`src/rtl/core/pad_turbo_stick_macro_unit_assert.svh`:
```
// Assertion macros shared by the pad turbo and stick macro RTL.
`ifndef PAD_TURBO_STICK_MACRO_UNIT_ASSERT_SVH
`define PAD_TURBO_STICK_MACRO_UNIT_ASSERT_SVH

// Same-cycle implication, clocked on i_clk and disabled while i_rst_n is low.
`define PTSM_ASSERT_IMPL(lbl, ante, cons) \
    lbl: assert property (@(posedge i_clk) disable iff (!i_rst_n) (ante) |-> (cons)) \
        else $error("same-cycle check failed");

// Next-cycle implication, clocked on i_clk and disabled while i_rst_n is low.
`define PTSM_ASSERT_NEXT(lbl, ante, cons) \
    lbl: assert property (@(posedge i_clk) disable iff (!i_rst_n) (ante) |=> (cons)) \
        else $error("next-cycle check failed");

`endif

```
`src/rtl/core/ptsm_pkg.sv`:
```
// Types and constants shared by the pad turbo and stick macro modules.
package ptsm_pkg;

    localparam int AXIS_NUM = 4;

    // Button codes as seen in the pressed (active-high) vector.
    localparam logic [15:0] BTN_START = 16'h0008;
    localparam logic [15:0] BTN_UP    = 16'h0010;
    localparam logic [15:0] BTN_RIGHT = 16'h0020;
    localparam logic [15:0] BTN_DOWN  = 16'h0040;
    localparam logic [15:0] BTN_LEFT  = 16'h0080;

    localparam logic [15:0] ALL_RELEASED = 16'hFFFF;

    // Inversion bits per axis.
    localparam logic [3:0] INV_LX = 4'b0001;
    localparam logic [3:0] INV_LY = 4'b0010;
    localparam logic [3:0] INV_RX = 4'b0100;
    localparam logic [3:0] INV_RY = 4'b1000;

    localparam logic [7:0]         CENTER   = 8'd128;
    localparam logic [7:0]         NEAR_CTR = 8'd127;
    localparam logic signed [13:0] SLOW_NUM = 14'sd23;
    localparam logic signed [13:0] SLOW_RND = 14'sd31;
    localparam logic [2:0]         HP_BASE  = 3'd2;

    typedef enum logic [3:0] {
        CFG_LEFT_BUTTON  = 4'd0,
        CFG_LEFT_ENABLE  = 4'd1,
        CFG_LEFT_TOGGLE  = 4'd2,
        CFG_RIGHT_BUTTON = 4'd3,
        CFG_RIGHT_ENABLE = 4'd4,
        CFG_RIGHT_TOGGLE = 4'd5,
        CFG_INVERT_INIT  = 4'd6,
        CFG_TURBO_EXTRA  = 4'd7
    } t_cfg_idx;

    typedef enum logic [1:0] {
        SLOW_HOLD = 2'd0,
        SLOW_OFF  = 2'd2,
        SLOW_ON   = 2'd3
    } t_slow_mode;

    typedef struct packed {
        logic       en;
        t_cfg_idx   idx;
        logic [3:0] data;
    } t_cfg_wr;

    // Per-report result of the control unit, consumed by the lanes and merge stage.
    typedef struct packed {
        logic [15:0] buttons_out_n;
        logic [11:0] clear;
        logic        action;
        logic        slow_left;
        logic        slow_right;
        logic [3:0]  invert;
    } t_ctrl_res;

endpackage

```
`src/rtl/core/ptsm_ctrl.sv`:
```
// Control unit: combo decoding, turbo mask and timer, slowdown and inversion state.
module ptsm_ctrl import ptsm_pkg::*; (
    input  logic        i_clk,
    input  logic        i_rst_n,
    input  t_cfg_wr     i_cfg,
    input  logic        i_take,
    input  logic [15:0] i_buttons_n,
    input  logic [7:0]  i_special,
    output t_ctrl_res   o_res
);

    // Configuration registers.
    logic [3:0] r_l_btn, r_r_btn, r_inv_init;
    logic       r_l_en, r_l_tog, r_r_en, r_r_tog;
    logic [1:0] r_extra;

    // Running state.
    logic        r_idle;
    logic [15:0] r_prev_p;
    logic [7:0]  r_prev_s;
    t_slow_mode  r_lmode, r_rmode;
    logic [3:0]  r_inv;
    logic        r_tw;
    logic [15:0] r_mask;
    logic [3:0]  r_cnt;
    logic [2:0]  r_hp;

    t_slow_mode  cur_lmode, cur_rmode, n_lmode, n_rmode;
    logic [3:0]  cur_inv, n_inv;
    logic [2:0]  cur_hp;
    logic [15:0] pressed, p2, n_prev_p, n_mask, bn;
    logic [7:0]  n_prev_s;
    logic        n_tw, blank, action, l_hit, r_hit, released;
    logic [3:0]  cnt_inc, n_cnt;
    logic [20:0] w_macro;

    function automatic t_slow_mode load_mode(input logic en, input logic tog);
        return (en && tog) ? SLOW_OFF : SLOW_HOLD;
    endfunction

    function automatic t_slow_mode flip_mode(input t_slow_mode m);
        t_slow_mode r;
        case (m)
            SLOW_OFF: r = SLOW_ON;
            SLOW_ON:  r = SLOW_OFF;
            default:  r = m;
        endcase
        return r;
    endfunction

    always_ff @(posedge i_clk) begin
        if (!i_rst_n) begin
            r_l_btn    <= '0;
            r_l_en     <= 1'b0;
            r_l_tog    <= 1'b0;
            r_r_btn    <= '0;
            r_r_en     <= 1'b0;
            r_r_tog    <= 1'b0;
            r_inv_init <= '0;
            r_extra    <= '0;
        end else if (i_cfg.en) begin
            case (i_cfg.idx)
                CFG_LEFT_BUTTON:  r_l_btn    <= i_cfg.data;
                CFG_LEFT_ENABLE:  r_l_en     <= i_cfg.data[0];
                CFG_LEFT_TOGGLE:  r_l_tog    <= i_cfg.data[0];
                CFG_RIGHT_BUTTON: r_r_btn    <= i_cfg.data;
                CFG_RIGHT_ENABLE: r_r_en     <= i_cfg.data[0];
                CFG_RIGHT_TOGGLE: r_r_tog    <= i_cfg.data[0];
                CFG_INVERT_INIT:  r_inv_init <= i_cfg.data;
                CFG_TURBO_EXTRA:  r_extra    <= i_cfg.data[1:0];
                default: ;
            endcase
        end
    end

    always_comb begin
        // The first transaction after reset works from freshly loaded settings.
        cur_lmode = r_idle ? load_mode(r_l_en, r_l_tog) : r_lmode;
        cur_rmode = r_idle ? load_mode(r_r_en, r_r_tog) : r_rmode;
        cur_inv   = r_idle ? r_inv_init : r_inv;
        cur_hp    = r_idle ? ({1'b0, r_extra} + HP_BASE) : r_hp;

        pressed = ~i_buttons_n;
        l_hit   = r_l_en && pressed[r_l_btn] && !r_prev_p[r_l_btn];
        r_hit   = r_r_en && pressed[r_r_btn] && !r_prev_p[r_r_btn];

        n_prev_p = r_prev_p;
        n_prev_s = r_prev_s;
        n_lmode  = cur_lmode;
        n_rmode  = cur_rmode;
        n_inv    = cur_inv;
        n_tw     = r_tw;
        n_mask   = r_mask;
        blank    = 1'b0;
        action   = 1'b0;

        if (i_special == 8'd0) begin
            if (r_tw && (r_prev_p != pressed) && (pressed != 16'd0)) begin
                blank  = 1'b1;
                n_mask = r_mask ^ pressed;
                n_tw   = 1'b0;
                action = 1'b1;
            end
            if (l_hit) begin
                n_lmode = flip_mode(cur_lmode);
            end
            if (r_hit) begin
                n_rmode = flip_mode(cur_rmode);
            end
            n_prev_p = pressed;
            n_prev_s = 8'd0;
        end else if ((r_prev_p == pressed) && (r_prev_s == i_special)) begin
            blank = 1'b1;
        end else begin
            blank    = 1'b1;
            n_prev_p = pressed;
            n_prev_s = i_special;
            case (pressed)
                BTN_UP: begin
                    n_inv  = cur_inv ^ INV_LY;
                    action = 1'b1;
                end
                BTN_LEFT: begin
                    n_inv  = cur_inv ^ INV_LX;
                    action = 1'b1;
                end
                BTN_DOWN: begin
                    n_inv  = cur_inv ^ INV_RY;
                    action = 1'b1;
                end
                BTN_RIGHT: begin
                    n_inv  = cur_inv ^ INV_RX;
                    action = 1'b1;
                end
                BTN_START: begin
                    n_tw   = ~r_tw;
                    action = 1'b1;
                end
                default: ;
            endcase
        end

        // Hold-mode slowdown sees the buttons after blanking.
        p2 = blank ? 16'd0 : pressed;
        o_res.slow_left  = (n_lmode == SLOW_HOLD) ? (r_l_en && p2[r_l_btn])
                                                  : (n_lmode == SLOW_ON);
        o_res.slow_right = (n_rmode == SLOW_HOLD) ? (r_r_en && p2[r_r_btn])
                                                  : (n_rmode == SLOW_ON);
        o_res.invert = n_inv;
        o_res.action = action;

        cnt_inc  = r_cnt + 4'd1;
        n_cnt    = (cnt_inc >= {cur_hp, 1'b0}) ? 4'd0 : cnt_inc;
        released = (n_cnt < {1'b0, cur_hp});

        bn = blank ? ALL_RELEASED : i_buttons_n;
        o_res.buttons_out_n = released ? (bn | n_mask) : bn;
        o_res.clear         = released ? n_mask[15:4] : 12'd0;
    end

    always_ff @(posedge i_clk) begin
        if (!i_rst_n) begin
            r_idle   <= 1'b1;
            r_prev_p <= '0;
            r_prev_s <= '0;
            r_lmode  <= SLOW_HOLD;
            r_rmode  <= SLOW_HOLD;
            r_inv    <= '0;
            r_tw     <= 1'b0;
            r_mask   <= '0;
            r_cnt    <= '0;
            r_hp     <= HP_BASE;
        end else if (i_take) begin
            r_idle   <= 1'b0;
            r_prev_p <= n_prev_p;
            r_prev_s <= n_prev_s;
            r_lmode  <= n_lmode;
            r_rmode  <= n_rmode;
            r_inv    <= n_inv;
            r_tw     <= n_tw;
            r_mask   <= n_mask;
            r_cnt    <= n_cnt;
            r_hp     <= cur_hp;
        end
    end

    // Settings that a combo can change, gathered for the action check.
    assign w_macro = {r_tw, r_inv, r_mask};

`include "pad_turbo_stick_macro_unit_assert.svh"

    `PTSM_ASSERT_IMPL(a_turbo_count_range, !r_idle, r_cnt < {r_hp, 1'b0})
    `PTSM_ASSERT_NEXT(a_action_changes, i_take && !r_idle && o_res.action, w_macro != $past(w_macro))
    `PTSM_ASSERT_NEXT(a_toggle_mode_kept, !r_idle && (r_lmode != SLOW_HOLD), r_lmode != SLOW_HOLD)

endmodule

```
`src/rtl/core/ptsm_lane.sv`:
```
// One stick axis lane: optional inversion, then optional 23/32 slowdown about centre.
module ptsm_lane import ptsm_pkg::*; (
    input  logic [7:0] i_value,
    input  logic       i_invert,
    input  logic       i_slow,
    output logic [7:0] o_value
);

    logic [7:0]         v;
    logic signed [8:0]  off;
    logic signed [13:0] prod, adj;

    always_comb begin
        // Both centre codes pass through inversion unchanged.
        if (i_invert && (i_value != NEAR_CTR) && (i_value != CENTER)) begin
            v = ~i_value;
        end else begin
            v = i_value;
        end
        off  = $signed({1'b0, v}) - $signed({1'b0, CENTER});
        prod = $signed({{5{off[8]}}, off}) * SLOW_NUM;
        // Bias negative products so the shift truncates toward zero.
        adj  = prod + (prod[13] ? SLOW_RND : 14'sd0);
        o_value = i_slow ? (adj[12:5] + CENTER) : v;
    end

endmodule

```
`src/rtl/core/pad_turbo_stick_macro_unit.sv`:
```
// Top level of the pad turbo and stick macro unit: control, four axis lanes, merge.
//
// One pad report enters per transaction on the s_axis channel and one processed
// report leaves per transaction on the m_axis channel, in the same order.
// Settings are written through the cfg channel (index 0..7, data in bits 3:0,
// other indexes ignored); o_cfg_ready is always high. Write them only while idle.
// A report accepted on s_axis is held in the control register stage, then in the output
// register, from which it leaves on m_axis.
// One report per cycle while the receiver does not stall; all turbo and combo state is
// updated by the control unit as each report is taken.
// The four axes are handled by parallel lanes whose results are merged with
// the button, pressure-clear and action fields in the output register.
// Reset (synchronous, i_rst_n low) empties the pipeline and clears the turbo and
// combo state; the initial inversion, slowdown toggles and turbo half period are
// taken from the settings on the first report after reset.
// When the receiver stalls, the output holds; one more report can still enter the
// control stage, after which s_axis_tready drops until the output drains.
module pad_turbo_stick_macro_unit import ptsm_pkg::*; (
    input  logic        i_clk,
    input  logic        i_rst_n,
    input  logic        s_axis_tvalid,
    output logic        s_axis_tready,
    // [15:0] buttons_n, [23:16] special, [31:24] lx_in, [39:32] ly_in,
    // [47:40] rx_in, [55:48] ry_in
    input  logic [55:0] s_axis_tdata,
    output logic        m_axis_tvalid,
    input  logic        m_axis_tready,
    // [15:0] buttons_out_n, [23:16] lx_out, [31:24] ly_out, [39:32] rx_out,
    // [47:40] ry_out, [59:48] pressure_clear, [60] action, [63:61] zero
    output logic [63:0] m_axis_tdata,
    input  logic        i_cfg_valid,
    output logic        o_cfg_ready,
    input  logic [3:0]  i_cfg_index,
    input  logic [3:0]  i_cfg_data
);

    t_cfg_wr     w_cfg;
    t_ctrl_res   w_res;
    logic        w_take, w_en_a, w_en_b;

    logic        r_a_valid;
    t_ctrl_res   r_a_res;
    logic [7:0]  r_a_axis [AXIS_NUM];
    logic [7:0]  w_lane_out [AXIS_NUM];

    logic        r_b_valid;
    logic [63:0] r_b_data;
    logic [63:0] n_b_data;

    assign o_cfg_ready = 1'b1;
    assign w_cfg.en    = i_cfg_valid;
    assign w_cfg.idx   = t_cfg_idx'(i_cfg_index);
    assign w_cfg.data  = i_cfg_data;

    assign w_en_b        = !r_b_valid || m_axis_tready;
    assign w_en_a        = !r_a_valid || w_en_b;
    assign s_axis_tready = w_en_a;
    assign w_take        = s_axis_tvalid && s_axis_tready;

    ptsm_ctrl u_ctrl (
        .i_clk       (i_clk),
        .i_rst_n     (i_rst_n),
        .i_cfg       (w_cfg),
        .i_take      (w_take),
        .i_buttons_n (s_axis_tdata[15:0]),
        .i_special   (s_axis_tdata[23:16]),
        .o_res       (w_res)
    );

    always_ff @(posedge i_clk) begin
        if (!i_rst_n) begin
            r_a_valid <= 1'b0;
        end else if (w_en_a) begin
            r_a_valid <= s_axis_tvalid;
        end
    end

    always_ff @(posedge i_clk) begin
        if (w_take) begin
            r_a_res     <= w_res;
            r_a_axis[0] <= s_axis_tdata[31:24];
            r_a_axis[1] <= s_axis_tdata[39:32];
            r_a_axis[2] <= s_axis_tdata[47:40];
            r_a_axis[3] <= s_axis_tdata[55:48];
        end
    end

    for (genvar g = 0; g < AXIS_NUM; g++) begin : g_lane
        ptsm_lane u_lane (
            .i_value  (r_a_axis[g]),
            .i_invert (r_a_res.invert[g]),
            .i_slow   ((g < 2) ? r_a_res.slow_left : r_a_res.slow_right),
            .o_value  (w_lane_out[g])
        );
    end

    // Merge the lane results with the control fields.
    always_comb begin
        n_b_data = {3'd0, r_a_res.action, r_a_res.clear,
                    w_lane_out[3], w_lane_out[2], w_lane_out[1], w_lane_out[0],
                    r_a_res.buttons_out_n};
    end

    always_ff @(posedge i_clk) begin
        if (!i_rst_n) begin
            r_b_valid <= 1'b0;
        end else if (w_en_b) begin
            r_b_valid <= r_a_valid;
        end
    end

    always_ff @(posedge i_clk) begin
        if (w_en_b && r_a_valid) begin
            r_b_data <= n_b_data;
        end
    end

    assign m_axis_tvalid = r_b_valid;
    assign m_axis_tdata  = r_b_data;

`include "pad_turbo_stick_macro_unit_assert.svh"

    `PTSM_ASSERT_NEXT(a_take_fills_stage, w_take, r_a_valid)
    `PTSM_ASSERT_NEXT(a_stage_moves_on, r_a_valid && !r_b_valid, r_b_valid)
    `PTSM_ASSERT_IMPL(a_ready_when_empty, !r_a_valid, s_axis_tready)

endmodule
```
`config.mk`:
```
export PLATFORM = sky130hd
export DESIGN_NAME = pad_turbo_stick_macro_unit
export DESIGN_NICKNAME = d
export VERILOG_FILES = /design/src/rtl/core/ptsm_pkg.sv /design/src/rtl/core/ptsm_ctrl.sv /design/src/rtl/core/ptsm_lane.sv /design/src/rtl/core/pad_turbo_stick_macro_unit.sv
export VERILOG_INCLUDE_DIRS = /design/src /design/src/rtl/core
export SDC_FILE = /design/constraint.sdc
export NUM_CORES = 1
export LEC_CHECK = 0
export ABC_AREA = 1
export BUFFER_PORTS_ARGS = -buffer_cell sky130_fd_sc_hd__buf_2
export CORE_MARGIN = 1.5
export CORE_UTILIZATION = 61
export CTS_CLUSTER_DIAMETER = 40
export DETAILED_ROUTE_END_ITERATION = 10
export HOLD_SLACK_MARGIN = 0.1
export PLACE_DENSITY_LB_ADDON = 0.2
export SLEW_MARGIN = 20
export SYNTH_ARGS = -nofsm -noshare
export SYNTH_HDL_FRONTEND = slang
export SYNTH_SLANG_ARGS = --single-unit
export TNS_END_PERCENT = 1
```
`constraint.sdc`:
```
create_clock -name i_clk -period 5.8 [get_ports i_clk]
set_clock_uncertainty 0.1 [all_clocks]
set_input_delay 0.87 -clock i_clk [delete_from_list [all_inputs] [get_ports i_clk]]
set_output_delay 0.87 -clock i_clk [all_outputs]
set_load 0.03 [all_outputs]
```
==> flow_summary.toml <==
[run_status]
status = "complete, no violations"

[clocking]
h-tree-depth = 1
cts_tree = "built"
clkLatencyLatePin_ns = 0.55
numCtsBuffers = 31
clock_sinks = 205
cts_max_path_buffers = 3
hold_buffers = 0
cts_root_buf = "clkbuf_16"
path_clk_slew_ns = 0.06

[pwr]
p_switching_mw = 2.57
leakage_nw = 8.14
p_per_area_mw_per_mm2 = 380
vdd_ir_drop_max_mv = 0.238
clock_power_share_pct = 29.2
p_comb_share_pct = 43.5
pwr-share-seq_pct = 27.4
internal_power_mw = 3.79
switching_share_pct = 40.4
total_power_mw = 6.36

[floorplan]
core_area_mm2 = 0.0235
fp.dieW_um = 158
die-area_mm2 = 0.0251
initial_utilization_pct = 62.5
rows = 56
io_pins = 136
die_y_um = 158

[timing]
rsz0062_at_grt = "false"
tightest_slew_ns = 1.03
report.final.slew_viol_count = 0
period_minus_slack_ns = 5.31
finalSetupViolations = 0
min_period_over_period_pct = 91.6
setup_tns_ns = 0
slew_headroom_pct = 31.5
max_freq_ghz = 0.188
finalHoldViolations = 0

[grt]
antenna_found_initial = 1
grt_pass1_vias = 11600
grt_max_degree = 90
grt_use_total_pct = 26.3
overflow = 0
grt_pass1_wl_um = 53800

[routing]
vias = 12300
dr.pass1.iters = 5
routedWlPerCell_um = 14.1
drcViolationCount = 0
drt_iter0_markers = 880
drt_wl_total_um = 32300
ant_nets = 0
routed_via_density = 5.38

[synthesis]
synthFlopType = "edfxtp_1"
synth_edf_count = 128
syn_inst = 1814
syn_area_per_cell_um2 = 8.11
synth_top_area_share_pct = 26.1
synthTopCellsByArea = "edfxtp_1 26%, ha_1 11%, dfxtp_1 10%"
netlist_area_mm2 = 0.0147
ys_seq_area_share_pct = 36.6
synth-async-reset-ratio_pct = 0
synth-seq-cells = 205
yosysTopAreaCell = "edfxtp_1"
ys_types = 52
yosys_warnings = 0

[layout]
nets = 2173
fill_cells = 1885
multi_input_area_mm2 = 0.00794
areaGrowthSynthToFinish_pct = 13.7
drive_gt1_share_pct = 14.3
seq_area_mm2 = 0.00539

[setup_path]
crit_top_cell = "nand2_1"
start_kind = "register"
crit_fanout = 8
crit_path_max_incr_delay_ns = 0.54
cp-end-kind = "register"
cp_slowest_cell = "fa_1"
arrival_ns = 5.46
path_class = "reg -> reg"
cp_num_buf_inv = 6
worstPathRequired_ns = 5.95
critPathTopFamily = "adder cells"

[hold_path]
hp-class = "reg -> reg"

[place]
place_hpwl_um = 24600
io_buffers = 131
place.gp.congestion = 0.991

[job]
cap_viol_max_count = 0
==> sequential cells by signal, indices dropped and copies added (netlist names), 2 cells and up <==
register           count
u_ctrl.r_mask         16
u_ctrl.r_inv           4
u_ctrl.r_l_btn         4
u_ctrl.r_r_btn         4
u_ctrl.r_prev_p       16
u_ctrl.r_inv_init      4
u_ctrl.r_cnt           4
n_b_data              29
u_ctrl.r_extra         2
r_a_res                6
u_ctrl.r_hp            3
m_axis_tdata          61
u_ctrl.r_prev_s        8
u_ctrl.r_lmode         2
r_a_axis              32
u_ctrl.r_rmode         2
==> routing by layer <==
metal	share of wire (%)	vias to the layer above	track usage [%]	routed length, µm
li1	-	6198	-	-
met1	44	5655	34.7	14200
met2	48	401	45.2	15400
met3	6.1	69	3.51	1980
met4	2.4	0	7.83	787
met5	0	-	0	0
==> worst reg2reg max path, delay by kind of cell, from the launching register on <==
kind	cells	cell delay [ns]
flip-flops	1	0.44
adder cells (fa/ha/maj)	6	1.97
AND/OR/NAND/NOR	15	1.44
AO/OA/AOI/OAI	4	0.65
buffers and inverters	6	0.41
==> final timing paths <==
check	slack (ns)	depth (start not counted)	end	startpoint
worst max-delay path	0.49	31	m_axis_tdata[24]	r_a_axis[1][4]
worst min-delay path	0.31	0	m_axis_tdata[55]	n_b_data[55]
worst max register to register	0.49	31	m_axis_tdata[24]	r_a_axis[1][4]
worst min register to register	0.31	0	m_axis_tdata[55]	n_b_data[55]
==> cells in the mapped netlist, types with 8 or more instances <==
cell type	instances
a21o_1	8
a21oi_1	118
clkbuf_1	25
dfxtp_1	77
edfxtp_1	128
fa_1	24
ha_1	134
inv_1	309
nand2_1	303
nand2_2	30
nand3_1	118
nand4_1	21
nor2_1	138
nor3_1	15
o211ai_1	11
o21ai_0	122
o21ai_1	28
xnor2_1	15
xor2_1	78
xor2_2	9
==> kinds of logic (layout without fill, tap and decap cells) <==
family	count (synthesis)	after routing	share of synthesized area [%]
AOI/OAI and AO/OA	320	320	12.1
xor gates and xnor gates	102	102	6.53
adders and majority gates	158	158	14.7
buffers and inverters	363	517	9.62
DFF	205	205	36.6
muxes	2	2	0.136
other	2	5	0.0510
and+or+nand+nor	662	662	20.4
==> stage by stage <==
stage / setup WS (ns) / hold WS [ns] / cell area, µm² / cells / utilization [%]
global placement: 0.595 / 0.300 / 15600 / 2226 / 66.3
detailed placement: 0.490 / 0.305 / 15600 / 2226 / 66.3
finish: 0.490 / 0.313 / 16700 / 2290 / 71.1
global route: 0.0756 / 0.316 / 16700 / 2290 / 71.1
floorplan: 1.15 / 0.300 / 14700 / 1816 / -
CTS: 0.435 / 0.317 / 16700 / 2283 / 70.9
==> power groups by stage <==
stage	Sequential [mW]	Clock, mW	Combinational (mW)
2_1_floorplan	1.83	0	2.10
3_3_place_gp	1.76	0	2.65
3_5_place_dp	1.77	0	2.72
4_1_cts	1.74	1.89	2.74
5_1_grt	1.75	1.96	3.18
6_report	1.74	1.85	2.76
==> area by class of cell <==
cell class	instances	share of cell area (%)
multi-input combinational	1248	47.5
sequential	205	32.2
inverter	320	7.19
clock buffer	40	5.52
timing repair buffer	140	4.32
tap	319	2.38
clock inverter	17	0.934
antenna	1	0.0150
==> cell usage in the layout (no fill, tap or decap), types with 8 or more instances in the layout <==
cell	netlist	routed
o21ai_1	28	28
a21oi_1	118	117
clkbuf_16	0	34
xor2_2	9	10
buf_4	6	9
nand2_2	30	30
buf_2	6	131
edfxtp_1	128	128
xor2_1	78	77
inv_1	309	309
a21o_1	8	8
xnor2_1	15	15
dfxtp_1	77	77
nor2_1	138	138
o21ai_0	122	122
o211ai_1	11	11
nand3_1	118	118
ha_1	134	134
nor3_1	15	15
nand4_1	21	21
fa_1	24	24
nand2_1	303	303
==> repair_timing <==
action,in CTS,in global routing
endpoints found under the setup margin,0,4
setup buffers,0,6
resized for setup,0,2
Power figures use the tool's default switching activity.
